`src/design/sbac_pkg.sv`:
```
`timescale 1ns / 1ps
// ----------------------------------------------------------------------------
// sbac_pkg
// Shared types and constants of the shadow bitmap access classifier.
// ----------------------------------------------------------------------------
package sbac_pkg;

   localparam int WINDOW_BYTES_DEF = 1048576;
   localparam int ADDR_BITS_DEF    = 48;
   localparam int LEN_W            = 21;
   localparam int IDX_W            = 4;
   localparam int NUM_COUNTERS     = 12;
   localparam int RSP_W            = 112;

   typedef enum logic [2:0] {
      MODE_READ  = 3'd0,
      MODE_WRITE = 3'd1,
      MODE_MARK  = 3'd2,
      MODE_CLEAR = 3'd3,
      MODE_COUNT = 3'd4
   } mode_type;

   typedef enum logic [1:0] {
      REGION_GLOBAL = 2'd0,
      REGION_HEAP   = 2'd1,
      REGION_STACK  = 2'd2,
      REGION_OTHER  = 2'd3
   } region_type;

   typedef enum logic [2:0] {
      REG_GLOBAL_LOWER = 3'd0,
      REG_GLOBAL_UPPER = 3'd1,
      REG_HEAP_LOWER   = 3'd2,
      REG_HEAP_UPPER   = 3'd3,
      REG_STACK_LOWER  = 3'd4,
      REG_STACK_UPPER  = 3'd5,
      REG_WINDOW_BASE  = 3'd6
   } reg_index_type;

   // counter slots beyond the region/direction ones
   localparam logic [3:0] CNT_HIT_BASE  = 4'd8;
   localparam logic [3:0] CNT_MISS_BASE = 4'd10;

   typedef enum logic [2:0] {
      ST_CLEAR,
      ST_IDLE,
      ST_RD,
      ST_MOD,
      ST_DONE
   } state_type;

   // classified job handed from front to back (window offset travels alongside)
   typedef struct packed {
      logic [2:0]       mode;
      logic [1:0]       region;
      logic             walk;     // bitmap bytes must be visited
      logic [LEN_W-1:0] len;
      logic [IDX_W-1:0] idx;
   } job_type;

endpackage

```
`src/design/sbac_front.sv`:
```
`timescale 1ns / 1ps
// ----------------------------------------------------------------------------
// sbac_front
// Register file, range classifier and two-entry job queue.
// ----------------------------------------------------------------------------
module sbac_front
   import sbac_pkg::*;
#(
   parameter int ADDR_BITS = ADDR_BITS_DEF,
   parameter int REQ_W     = 80
) (
   input  logic                 clock,
   input  logic                 reset,
   input  logic                 req_tvalid,
   output logic                 req_tready,
   input  logic [REQ_W-1:0]     req_tdata,
   input  logic                 csr_we,
   input  logic [2:0]           csr_index,
   input  logic [ADDR_BITS-1:0] csr_wdata,
   input  logic                 clearing,
   output logic                 job_valid,
   input  logic                 job_ready,
   output job_type              job,
   output logic [ADDR_BITS-1:0] job_off
);

   logic [ADDR_BITS-1:0] regs_ff [7];

   always_ff @(posedge clock) begin
      if (reset) begin
         for (int i = 0; i < 7; i++) regs_ff[i] <= '0;
      end else if (csr_we) begin
         case (csr_index)
            REG_GLOBAL_LOWER: regs_ff[0] <= csr_wdata;
            REG_GLOBAL_UPPER: regs_ff[1] <= csr_wdata;
            REG_HEAP_LOWER:   regs_ff[2] <= csr_wdata;
            REG_HEAP_UPPER:   regs_ff[3] <= csr_wdata;
            REG_STACK_LOWER:  regs_ff[4] <= csr_wdata;
            REG_STACK_UPPER:  regs_ff[5] <= csr_wdata;
            REG_WINDOW_BASE:  regs_ff[6] <= csr_wdata;
            default: ;
         endcase
      end
   end

   logic [2:0]           in_mode;
   logic [ADDR_BITS-1:0] in_addr;
   logic [LEN_W-1:0]     in_len;
   logic [IDX_W-1:0]     in_idx;
   logic                 is_access;
   logic [1:0]           cls;
   job_type              new_job;

   assign in_mode   = req_tdata[2:0];
   assign in_addr   = req_tdata[3 +: ADDR_BITS];
   assign in_len    = req_tdata[3 + ADDR_BITS +: LEN_W];
   assign in_idx    = req_tdata[3 + ADDR_BITS + LEN_W +: IDX_W];
   assign is_access = (in_mode == MODE_READ) || (in_mode == MODE_WRITE);

   always_comb begin
      if (regs_ff[1] > in_addr && in_addr > regs_ff[0])      cls = REGION_GLOBAL;
      else if (regs_ff[3] > in_addr && in_addr > regs_ff[2]) cls = REGION_HEAP;
      else if (regs_ff[5] > in_addr && in_addr > regs_ff[4]) cls = REGION_STACK;
      else                                                   cls = REGION_OTHER;
   end

   always_comb begin
      new_job.mode   = in_mode;
      new_job.region = is_access ? cls : REGION_GLOBAL;
      new_job.walk   = (is_access && cls == REGION_HEAP) ||
                       in_mode == MODE_MARK || in_mode == MODE_CLEAR;
      new_job.len    = in_len;
      new_job.idx    = in_idx;
   end

   // two-entry queue
   job_type              q_job_ff [2];
   logic [ADDR_BITS-1:0] q_off_ff [2];
   logic                 wr_ptr_ff, rd_ptr_ff;
   logic [1:0]           count_ff;
   logic                 push, pop;

   assign req_tready = (count_ff != 2'd2) && !clearing;
   assign push       = req_tvalid && req_tready;
   assign job_valid  = (count_ff != 2'd0);
   assign pop        = job_valid && job_ready;
   assign job        = q_job_ff[rd_ptr_ff];
   assign job_off    = q_off_ff[rd_ptr_ff];

   always_ff @(posedge clock) begin
      if (push) begin
         q_job_ff[wr_ptr_ff] <= new_job;
         q_off_ff[wr_ptr_ff] <= in_addr - regs_ff[6];
      end
   end

   always_ff @(posedge clock) begin
      if (reset) begin
         wr_ptr_ff <= 1'b0;
         rd_ptr_ff <= 1'b0;
         count_ff  <= 2'd0;
      end else begin
         if (push) wr_ptr_ff <= !wr_ptr_ff;
         if (pop)  rd_ptr_ff <= !rd_ptr_ff;
         count_ff <= count_ff + {1'b0, push} - {1'b0, pop};
      end
   end

endmodule

```
`config.mk`:
```
export PLATFORM = sky130hd
export DESIGN_NAME = sbac_front
export DESIGN_NICKNAME = d
export VERILOG_FILES = /design/src/design/sbac_pkg.sv /design/src/design/sbac_front.sv
export SDC_FILE = /design/constraint.sdc
export NUM_CORES = 1
export LEC_CHECK = 0
export BUFFER_PORTS_ARGS = -buffer_cell sky130_fd_sc_hd__buf_2
export CORE_MARGIN = 5
export CORE_UTILIZATION = 30
export DETAILED_ROUTE_END_ITERATION = 10
export GPL_TIMING_DRIVEN = 0
export HOLD_SLACK_MARGIN = 0.1
export PLACE_DENSITY_LB_ADDON = 0.15
export SLEW_MARGIN = 40
export SYNTH_ARGS = -nofsm -noshare
export SYNTH_HDL_FRONTEND = slang
export SYNTH_SLANG_ARGS = --single-unit
```
`constraint.sdc`:
```
create_clock -name clock -period 10.5 [get_ports clock]
set_input_delay 2.625 -clock clock [delete_from_list [all_inputs] [get_ports clock]]
set_output_delay 2.625 -clock clock [all_outputs]
set_load 0.005 [all_outputs]
```
* Word level (Yosys, flattened, before mapping)
Memories as Yosys holds them, arrays and structs flattened. A register that Yosys moved wholly into a read port is not among the register bits. Index checks and enable logic that the tools add are counted. W data, S select, Z words.
Cells by class: $add $sub $neg 3, bitwise logic cells 7, reduce and logical (&&, ||, !) cells 16, equal/unequal tests 11, multiplexer cells 47, order comparisons 6
Operator list (count):
- $mux W48 | 7
- $gt A48 B48 Y1 | 6
- $sub A48 B48 Y48 | 1
- $mux W1 | 37
- $eq A3 B2 Y1 const B | 4
- $eq A3 B3 Y1 const B | 3
- $logic_and A1 B1 Y1 | 7
- $or A1 B1 Y1 | 7
- $eq A3 B1 Y1 const B | 2
- $logic_not A3 Y1 | 2
- $mux W2 | 3
- $logic_not A1 Y1 | 3
- $logic_or A1 B1 Y1 | 3
- $add A2 B1 Y2 | 1
- $eq A2 B1 Y1 const B | 1
- $ne A2 B2 Y1 const B | 1
- $reduce_bool A2 Y1 | 1
- $sub A2 B1 Y2 | 1
Storage, ports and cells: word-level logic and storage cells 96, input port bits 137, memories 3, bits in writable memories 494, output and inout bits 81, bits in registers 4
Memory list:
- regs_ff | words 7, width 48, rd ports 7, clocked after memory_dff 0, wr ports 7, RTL line sbac_front.sv:27 | logic [ADDR_BITS-1:0] regs_ff [7];
- q_off_ff | words 2, width 48, rd ports 1, clocked after memory_dff 1, wr ports 1, RTL line sbac_front.sv:78 | logic [ADDR_BITS-1:0] q_off_ff [2];
- q_job_ff | words 2, width 31, rd ports 1, clocked after memory_dff 1, wr ports 1, RTL line sbac_front.sv:77 | job_type q_job_ff [2];

* Logic depth before layout (Yosys ltp)
Gate-level depths: netlist (run 1). An unclocked memory read counts as a cell.
depth in word-level cells 10, gate-level depth with buffers 12, mapped depth without buffers 12

* Worst setup path after synthesis (run 1)
OpenSTA, ideal clock, no wires.
path kind input-to-reg, start point input clearing, end point memory q_job_ff[0][0] in the netlist's numbering (enable), path buffers 0, data required time 9983 ps, stages 3, path slack 3710 ps, setup time 517 ps, data arrival time 6273 ps, cells stage by stage a21oi_1 nand2_1 nor2_1
On the way: longest elaborated chain between the ends 5
Ends and longest elaborated chain:
- start: declaration | RTL line sbac_front.sv:20 | input logic clearing,
- $logic_not A1 Y1 | RTL line sbac_front.sv:83 | assign req_tready = (count_ff != 2'd2) && !clearing;
- $logic_and A1 B1 Y1 | RTL line sbac_front.sv:83
- $logic_and A1 B1 Y1 | RTL line sbac_front.sv:84 | assign push = req_tvalid && req_tready;
- $mux W1 | RTL line sbac_front.sv:91 | if (push) begin
- $mux W1 (not written as such) | RTL line sbac_front.sv:92 | q_job_ff[wr_ptr_ff] <= new_job;
- end: declaration | RTL line sbac_front.sv:77
Every way passes these cells.

==> metrics, run 1 <==
flop-to-flop setup slack=6.52 ns; Area Overhead vs Synth=17.3%; RePlAce Congestion=0.844; Initial Utilization=30.2%; via count=18700; final setup TNS=0 ns; clock latency on the worst-skew pair=0.63 ns; hold crit path type=flop to flop; hold-fix buffer count after cts=0; Mapped Area=roughly 28000 sq um; Wirelength per Cell=slightly above 20 um; port bufs=212; Core Region=91500 sq um; Worst-path clk slew=0.06 ns; Max-Cap Viols=0; DRT Pass-1 Iters=5; buffer count from post-CTS setup fixing=0; Hold Crit Start=rd_ptr_ff$_SDFFE_PP0P_; synthesis warning total=0; Die Span X=313 um; Cell Chain, Critical Path=buf_2 -> inv_1 -> ha_1 -> nand4_1 -> nor4_2 -> nand3_1 -> or4_1 -> nor3_1 -> nor3_1 -> a221oi_1; RSZ-0062 raised after global routing=false; TritonCTS clock tree=built; Async SR Flop Fraction=0%; CP startpoint kind=primary input; Final Max Tran Viols=0; initial drt markers=991; layout cell share with drive strength beyond 1=approximately 16%; PostCTS Resize Cnt=0; Num CTS Buffers=59; R2R cell count=9; Worst-Margin Slew=0.841 ns; Root Buffer=clkbuf_16; critical path type=primary input to flop; post-synthesis register bit count=roughly 500; vias per cell=approximately 4.8; # IOs=218; clk sink count=499; initial antenna violation count=7; critical path fanouts, max=5; H-tree Lvls=2; delay-heaviest family, CP=simple AND/OR/NAND/NOR gates; sequential area share after synthesis=roughly 54%; # DRC=0; synthesized instance count=2396; status=finished clean; RR Startpoint=regs_ff[3][45]$_SDFFCE_PN0P_; final setup violation count=0; Worst Path Arrival=6.28 ns; Hold Path Stages=2; Max Fclk=168 MHz; CP endpoint kind=flop; Worst IR Drop VDD=between 0.1 and 0.15 mV; pin count of the biggest net entering global routing=38; grt ovf=0; Tmin final=5.96 ns; Leak=between 10 and 15 nW; nets=3157; syn_area_per_cell=between 10 and 15 sq um; Crit Reg-Reg Endpoint=q_job_ff[1][25]$_DFFE_PP_; crit path max-delay cell type=or4_1; dominant synthesized flop cell=edfxtp_1; Worst Path Required=10.82 ns; EDFF count, synth=494; Synth cell types=68; post-route ant nets=0; Post-Route WL=80.2 mm; Buf/Inv on CP=2; vias in the first global route=19200; Layout Skew=0.0189 ns; Fin. Hold Viols=0; Max-Slew Margin vs Limit=a little over two fifths; die area=approximately 98000 sq um; slowest stage delay, CP=0.66 ns; fin crit share=56.8%; overall power=0.00554 W; Worst path most repeated cell=nor3_1; CTS Buffer Depth=3; Total Routing Usage GR=16.0%; cell row count=111; first-pass GRT wire length=119 mm; Worst setup startpoint=req_tdata[46]; # fillers=about 9000; Die Height=313 um; Cell Pwr Density=between 150 and 200 nW/um^2; Post-Syn Nets=2871; Post-DP HPWL=roughly 62 mm
==> kinds of logic after synthesis <==
group	count (synthesis)	synth area share [%]
multiplexers	79	3.22
XOR/XNOR	48	1.52
AO/OA/AOI/OAI	409	9.66
adder cells (fa/ha/maj)	338	15.3
flip-flops	499	54.1
buffers and inverters	377	5.34
AND/OR/NAND/NOR	646	10.9
==> Yosys cell counts (3+ instances only) <==
master,instances,share of area [%]
or3_1,9,0.20
nand2b_1,66,1.5
o211ai_1,10,0.27
nor2b_1,19,0.43
nor4_1,7,0.16
o21bai_1,9,0.24
o21ai_0,61,1.1
mux2_2,79,3.2
and3_1,5,0.11
dfxtp_1,5,0.36
xnor2_1,26,0.82
nor3_1,21,0.38
nand4_1,69,1.6
nand3_1,31,0.56
o21a_1,14,0.38
clkbuf_1,46,0.63
inv_1,311,4.2
buf_6,4,0.16
a21oi_1,124,2.2
nand2_1,46,0.63
and4_1,5,0.16
buf_1,7,0.095
xor2_1,22,0.70
a41oi_1,3,0.095
a21o_1,129,3.5
ha_1,337,15
a211o_1,3,0.095
a31oi_1,10,0.23
a221oi_1,6,0.19
and2_1,5,0.11
o31ai_1,8,0.22
edfxtp_1,494,54
or2_2,5,0.11
buf_4,7,0.19
nor2_1,352,4.8
==> state kept, by name, indices dropped and copies added (netlist names), named ones only <==
name and flops:
count_ff 2, wr_ptr_ff 1, q_job_ff 62, rd_ptr_ff 1, q_off_ff 96, regs_ff 336
==> report_power, final <==
| group | leakage [nW] | internal (W) | switching, W | total [W] |
|---|---|---|---|---|
| clock network | 0.901 | 0.00117 | 0.000831 | 0.00200 |
| logic | 8.33 | 0.000461 | 0.000652 | 0.00111 |
| registers | 4.74 | 0.00239 | 0.0000402 | 0.00243 |
| total | 14.0 | 0.00402 | 0.00152 | 0.00554 |
==> final cells by class <==
cell class              count  area (sq um)  area share (%)
diodes                      3          7.51          0.0232
clock buffers              83          1630            5.03
flip-flops and latches    499         14900            46.1
well taps                1186          1480            4.58
repair buffers            225          1330            4.12
multi-input cells        1520         11300            34.9
plain buffers              66           308           0.950
clock inverters            24           234           0.722
inverters                 311          1170            3.60
==> cell usage in the layout, fill, tap and decap left out, types with 7 or more instances in the layout <==
master     count
ha_1         337
a21o_1       129
clkbuf_16     61
o211ai_1      10
buf_2        213
o21a_1        14
nor2_1       351
nand4_1       69
or3_1          9
nor2b_1       19
o21ai_0       61
o21bai_1       9
buf_12         8
a31oi_1       10
xor2_1        22
mux2_2        79
nand2b_1      60
inv_1        311
xnor2_1       26
clkbuf_1      65
nand2_1       46
edfxtp_1     494
o31ai_1        7
nand3_1       31
nor3_1        21
buf_1          7
buf_4          7
a21oi_1      124
clkinv_1       9
==> worst register-to-register path: stages, from the launching register on <==
cell and delay [ns]:
edfxtp_1 0.38, ha_1 0.32, nand4_1 0.22, nor4_2 0.52
nand2_1 0.12, nor3_1 0.44, o21ai_0 0.33, o2111ai_1 0.30
o311ai_1 0.34, a221oi_1 0.71
==> layer usage <==
layer | part of all wire, % | track usage (%) | up-vias | wire length, um
li1 | - | - | 9147 | -
met1 | 45 | 21.2 | 9027 | 36400
met2 | 47 | 27.3 | 396 | 37800
met3 | 4.7 | 2.64 | 121 | 3790
met4 | 2.7 | 4.24 | 4 | 2190
met5 | 0.035 | 0 | - | 28
==> worst max-delay path by stage <==
| stage | slack (ns) | cells after the start | end |
|---|---|---|---|
| 2_1_floorplan | 3.71 | 3 | q_job_ff[0][0]$_DFFE_PP_ |
| 3_3_place_gp | 1.28 | 4 | q_job_ff[0][20]$_DFFE_PP_ |
| 3_5_place_dp | 3.80 | 11 | q_job_ff[1][25]$_DFFE_PP_ |
| 4_1_cts | 4.46 | 11 | q_job_ff[1][25]$_DFFE_PP_ |
| 5_1_grt | 4.37 | 11 | q_job_ff[1][25]$_DFFE_PP_ |
| 6_report | 4.54 | 10 | q_job_ff[1][25]$_DFFE_PP_ |
==> metrics by stage <==
stage / utilization (%) / std cells / hold slack (ns) / cell area, sq um / setup WS (ns)
finish: 35.4 / 3917 / 0.517 / 32400 / 4.54
global route: 35.4 / 3915 / 0.554 / 32400 / 4.37
CTS: 35.4 / 3914 / 0.523 / 32400 / 4.46
detailed placement: 33.4 / 3807 / 0.503 / 30500 / 3.80
global placement: 33.0 / 3794 / 0.500 / 30200 / 1.28
floorplan: - / 2396 / 0.481 / 27600 / 3.71
Note: power is estimated with default switching activity, not from simulation.
==> inputs of run 2 (changes only) <==
==> constraint.sdc (replaced) <==
create_clock -name clock -period 4.9 [get_ports clock]
set_input_delay 1.225 -clock clock [delete_from_list [all_inputs] [get_ports clock]]
set_output_delay 1.225 -clock clock [all_outputs]
set_load 0.005 [all_outputs]
==> run 2 against run 1 <==
Routed wire length about the same; non-clock buffer count is 1 higher; clock skew down 0.0035 ns; total power up 110%; clock-buffer cell count decreased by 4; critical path depth grew 1; via count up 0.33%; cell area about the same; first-iteration DRC count grew 14%.
==> metrics, run 2 (synthesis results as in run 1) <==
status=finished clean (unchanged); DP Worst Slack=-0.518 ns (was 3.80 ns); Die Span X=313 um (unchanged); Total Routing Usage GR=15.9% (was 16.0%); pin count of the biggest net entering global routing=39 (was 38); Die Height=313 um (unchanged); Worst IR Drop VDD=0.252 mV (was 0.136 mV); Max-Cap Viols=0 (unchanged); hold-fix buffer count after cts=0 (unchanged); most frequent cells in the layout=edfxtp_1, nor2_1, ha_1, inv_1, buf_2 (unchanged); port bufs=212 (unchanged); # DRC=0 (unchanged); vias per cell=4.79 (was 4.77); initial antenna violation count=9 (was 7); vias in the first global route=19000 (was 19200); first-pass GRT wire length=118 mm (was 119 mm); Post-Layout Cell Count=3918 (was 3917); Top reg by flops=regs_ff (unchanged); Area Overhead vs Synth=17.3% (about the same); final setup violation count=0 (unchanged); Post-DP HPWL=61.9 mm (was 61.5 mm); Num CTS Buffers=59 (unchanged); grt ovf=0 (unchanged); most common cell after layout, fill and taps aside=edfxtp_1 (unchanged); critical path fanouts, max=5 (unchanged); RSZ-0062 raised after global routing=false (unchanged); Worst-Margin Slew=0.807 ns (was 0.841 ns); Cell Pwr Density=363 nW/um^2 (was 171 nW/um^2); Gate power share=20.4% (was 20.1%); Wirelength per Cell=20.5 um (about the same); max reg flops=336 (unchanged); CP startpoint kind=primary input (unchanged); TritonCTS clock tree=built (unchanged); Core Region=91500 sq um (unchanged); fin worst setup slack=0.175 ns (was 4.54 ns); layout cell share with drive strength beyond 1=15.6% (was 15.5%); biggest regs=regs_ff: 336 flops, q_off_ff: 96 flops, q_job_ff: 62 flops (unchanged); post-route ant nets=0 (unchanged); dpl cells=3808 (was 3807); Max Fclk=212 MHz; RePlAce Congestion=0.838 (was 0.844); Worst Path Arrival=5.07 ns (was 6.28 ns); sequential power share=44.2% (was 43.8%); # IOs=218 (unchanged); Max-Slew Margin vs Limit=45.8% (was 43.8%); critical path type=primary input to flop (unchanged); via count=18800 (was 18700); overall power=0.0118 W (was 0.00554 W); H-tree Lvls=2 (unchanged); final core occ=35.4% (about the same); Post-Route WL=80.2 mm (about the same); Leak=14.0 nW (about the same); fin crit share=a little over nine tenths; Worst Path Required=5.24 ns (was 10.82 ns); nets=3158 (was 3157); initial drt markers=1130 (was 991); Tmin final=4.72 ns; switching pwr=0.00323 W (was 0.00152 W); Final Max Tran Viols=0 (unchanged); clock latency on the worst-skew pair=0.62 ns (was 0.63 ns); cell row count=111 (unchanged); CTS Buffer Depth=3 (unchanged); hold crit path type=flop to flop (unchanged); Worst-path clk slew=0.06 ns (about the same); Layout Skew=0.0155 ns (was 0.0189 ns); sw frac=27.5% (about the same); DRT Pass-1 Iters=5 (unchanged); CP endpoint kind=flop (unchanged); final setup TNS=0 ns (unchanged); buffer count from post-CTS setup fixing=0 (unchanged); Root Buffer=clkbuf_16 (unchanged); Fin. Hold Viols=0 (unchanged); clk sink count=499 (unchanged); clock share of power=35.5% (was 36.1%); cell-internal power=0.00854 W (was 0.00402 W); PostCTS Resize Cnt=0 (unchanged); Initial Utilization=30.2% (unchanged); die area=98300 sq um (unchanged)
[run 2: stage by stage]
step                hold slack (ns)  area (sq um)
finish                        0.513         32400
detailed placement            0.504         30600
global route                  0.550         32400
global placement              0.500         30200
CTS                           0.521         32400
floorplan                     0.481         27600
[run 2: cell type report]
cell class | count | area [sq um]
fillers | 8979 | 59100
repair buffers | 226 | 1350
clock buffers | 79 | 1640
well taps | 1186 | 1480
diodes | 4 | 10.0
clock inverters | 27 | 175
multi-input cells | 1520 | 11300
plain buffers | 66 | 307
flip-flops and latches | 499 | 14900
inverters | 311 | 1170
[run 2: worst paths after layout]
| path | cells after the start | slack (ns) | to | from |
|---|---|---|---|---|
| max | 11 | 0.18 | q_job_ff[1][25]$_DFFE_PP_ | req_tdata[48] |
| min reg2reg | 2 | 0.51 | rd_ptr_ff$_SDFFE_PP0P_ | rd_ptr_ff$_SDFFE_PP0P_ |
| min | 2 | 0.51 | rd_ptr_ff$_SDFFE_PP0P_ | rd_ptr_ff$_SDFFE_PP0P_ |
| max reg2reg | 9 | 0.78 | q_job_ff[1][25]$_DFFE_PP_ | regs_ff[3][45]$_SDFFCE_PN0P_ |
[run 2: per-layer routing]
metal  track usage [%]  share of wire (%)  wire length [um]
met3              3.00                5.0              4000
met1              20.9                 45             35900
met4              6.33                4.2              3410
met2              26.2                 46             36900
met5                 0              0.036                29
[run 2: power by group through the flow]
| stage | logic [W] | registers [W] | clock network, W |
|---|---|---|---|
| floorplan | 0.00148 | 0.00528 | 0 |
| global placement | 0.00232 | 0.00531 | 0 |
| detailed placement | 0.00243 | 0.00529 | 0 |
| CTS | 0.00245 | 0.00520 | 0.00431 |
| global route | 0.00269 | 0.00523 | 0.00448 |
| finish | 0.00240 | 0.00520 | 0.00417 |
[run 2: critical path, stage by stage]
cell and delay, ns:
buf_2 0.20, inv_1 0.15, ha_1 0.33, nand4_1 0.22, nor4_2 0.61, nand2_1 0.11
nor3_1 0.49, o21ai_0 0.38, o2111ai_1 0.39, o311ai_2 0.32, a221oi_1 0.63
==> inputs of run 3 (changes only) <==
--- a/config.mk
+++ b/config.mk
@@ -12,6 +12,7 @@
 export GPL_TIMING_DRIVEN = 0
 export HOLD_SLACK_MARGIN = 0.1
 export PLACE_DENSITY_LB_ADDON = 0.15
+export REMOVE_ABC_BUFFERS = 1
 export SLEW_MARGIN = 40
 export SYNTH_ARGS = -nofsm -noshare
 export SYNTH_HDL_FRONTEND = slang
==> run 3 against run 2 <==
Worst setup slack better by 0.0015 ns; maximum frequency hardly changed; via count is 1.3% lower; critical path depth stayed put; routed wire length is 1.3% lower; first-iteration DRC count is 3.3% lower; hold slack better by 0.0015 ns; cell area is 0.46% higher; largest cell class unchanged.
==> metrics, run 3 (synthesis results as in run 1) <==
CP startpoint kind=primary input (unchanged); critical path fanouts, max=5 (unchanged); RePlAce Congestion=0.838 (about the same); Area Overhead vs Synth=17.8% (was 17.3%); fin crit share=96.4% (about the same); Buf/Inv on CP=2 (unchanged); crit path max-delay cell type=or4_1 (was a221oi_1); CTS Buffer Depth=3 (unchanged); final setup violation count=0 (unchanged); Fin. Hold Viols=0 (unchanged); die area=98300 sq um (unchanged); Worst-Margin Slew=0.888 ns (was 0.807 ns); Cell Chain, Critical Path=buf_2 -> inv_1 -> ha_1 -> nand4_1 -> nor4_2 -> nand3_1 -> or4_1 -> o21ai_0 -> nor3b_1 -> o41ai_1 -> a31oi_1 (was buf_2 -> inv_1 -> ha_1 -> nand4_1 -> nor4_2 -> nand2_1 -> nor3_1 -> o21ai_0 -> o2111ai_1 -> o311ai_2 -> a221oi_1); Worst IR Drop VDD=0.288 mV (was 0.252 mV); Worst Path Required=5.19 ns (was 5.24 ns); vias in the first global route=18700 (was 19000); Initial Utilization=30.2% (unchanged); biggest regs=regs_ff: 336 flops, q_off_ff: 96 flops, q_job_ff: 62 flops (unchanged); cell row count=111 (unchanged); Worst Path Arrival=5.01 ns (was 5.07 ns); Max Fclk=212 MHz (about the same); Post-Route WL=79.1 mm (was 80.2 mm); delay-heaviest family, CP=simple AND/OR/NAND/NOR gates (was compound AO/OA/AOI/OAI gates); Layout Skew=0.0256 ns (was 0.0155 ns); Cell Pwr Density=378 nW/um^2 (was 363 nW/um^2); first-pass GRT wire length=117 mm (was 118 mm); overall power=0.0123 W (was 0.0118 W); status=finished clean (unchanged); Top reg by flops=regs_ff (unchanged); dpl cells=3752 (was 3808); grt ovf=0 (unchanged); # DRC=0 (unchanged); Core Region=91500 sq um (unchanged); initial drt markers=1093 (was 1130); via count=18500 (was 18800); post-route ant nets=0 (unchanged); initial antenna violation count=4 (was 9); max reg flops=336 (unchanged); pin count of the biggest net entering global routing=61 (was 39); Multi-input gate area=11400 sq um (was 11300 sq um); Tmin final=4.72 ns (about the same); layout cell share with drive strength beyond 1=16.5% (was 15.6%); critical path type=primary input to flop (unchanged); Die Height=313 um (unchanged); Die Span X=313 um (unchanged); Max-Cap Viols=0 (unchanged); most frequent cells in the layout=edfxtp_1, nor2_1, ha_1, inv_1, buf_2 (unchanged); Worst-path clk slew=0.06 ns (about the same); final core occ=35.6% (was 35.4%); H-tree Lvls=2 (unchanged); clk sink count=499 (unchanged); Area after DPL=30500 sq um (was 30600 sq um); buffer count from post-CTS setup fixing=0 (unchanged); fin area=32600 sq um (was 32400 sq um); # fillers=9015 (was 8979); CP endpoint kind=flop (unchanged); Wirelength per Cell=20.5 um (about the same); # IOs=218 (unchanged); Max-Slew Margin vs Limit=40.1% (was 45.8%); hold crit path type=flop to flop (unchanged); Root Buffer=clkbuf_16 (unchanged); Post-Layout Cell Count=3863 (was 3918); TritonCTS clock tree=built (unchanged); Final Max Tran Viols=0 (unchanged); Num CTS Buffers=58 (was 59); vias per cell=4.79 (about the same); port bufs=213 (was 212); Post-DP HPWL=60.7 mm (was 61.9 mm); most common cell after layout, fill and taps aside=edfxtp_1 (unchanged); Total Routing Usage GR=15.7% (was 15.9%); nets=3101 (was 3158); DRT Pass-1 Iters=6 (was 5); RSZ-0062 raised after global routing=false (unchanged); slowest stage delay, CP=0.69 ns (was 0.63 ns); Leak=14.1 nW (was 14.0 nW); clock latency on the worst-skew pair=0.64 ns (was 0.62 ns); Reg area=14900 sq um (about the same)
-- run 3: cell type report --
| cell class | instances | area share [%] |
|---|---|---|
| flip-flops and latches | 499 | 45.9 |
| repair buffers | 236 | 4.67 |
| multi-input cells | 1520 | 35.0 |
| diodes | 2 | 0.0154 |
| clock buffers | 69 | 4.78 |
| clock inverters | 40 | 1.53 |
| well taps | 1186 | 4.56 |
| inverters | 311 | 3.59 |
-- run 3: path summary, 6_finish.rpt --
kind | from | end | slack [ns] | cells past startpoint
min reg2reg | rd_ptr_ff$_SDFFE_PP0P_ | flop | 0.51 | 2
max reg2reg | regs_ff[1][45]$_SDFFCE_PN0P_ | q_job_ff[1][26]$_DFFE_PP_ | 0.72 | 9
max | req_tdata[46] | q_job_ff[1][26]$_DFFE_PP_ | 0.18 | 11
min | rd_ptr_ff$_SDFFE_PP0P_ | flop | 0.51 | 2
-- run 3: power breakdown --
part | internal (W) | switching, W
combinational | 0.000995 | 0.00140
sequential | 0.00512 | 0.000114
clock | 0.00288 | 0.00181
total | 0.00899 | 0.00332
-- run 3: what timing repair did --
action,in CTS,in global routing
hold buffers,0,0
gates resized for setup,0,1
setup endpoints to repair,0,2
-- run 3: per-layer routing --
layer	part of all wire [%]	vias up	GRT usage, %
met2	45	424	25.0
met1	48	8934	22.1
met4	2.9	0	4.48
met3	4.8	118	2.76
met5	0	-	0
li1	-	9028	-
-- run 3: stage by stage --
step	setup TNS (ns)	hold WS [ns]	setup WS (ns)
finish	0	0.514	0.177
global route	0	0.554	0.0162
CTS	0	0.516	0.171
detailed placement	-2.97	0.496	-0.509
global placement	-811.25	0.497	-2.95
floorplan	-38.71	0.481	-0.490
-- run 3: tightest hold or removal path, delay by kind of cell (launching register included) --
family           cells  cell delay [ns]
flip-flops           1             0.32
XOR/XNOR             1             0.08
AND/OR/NAND/NOR      1             0.07
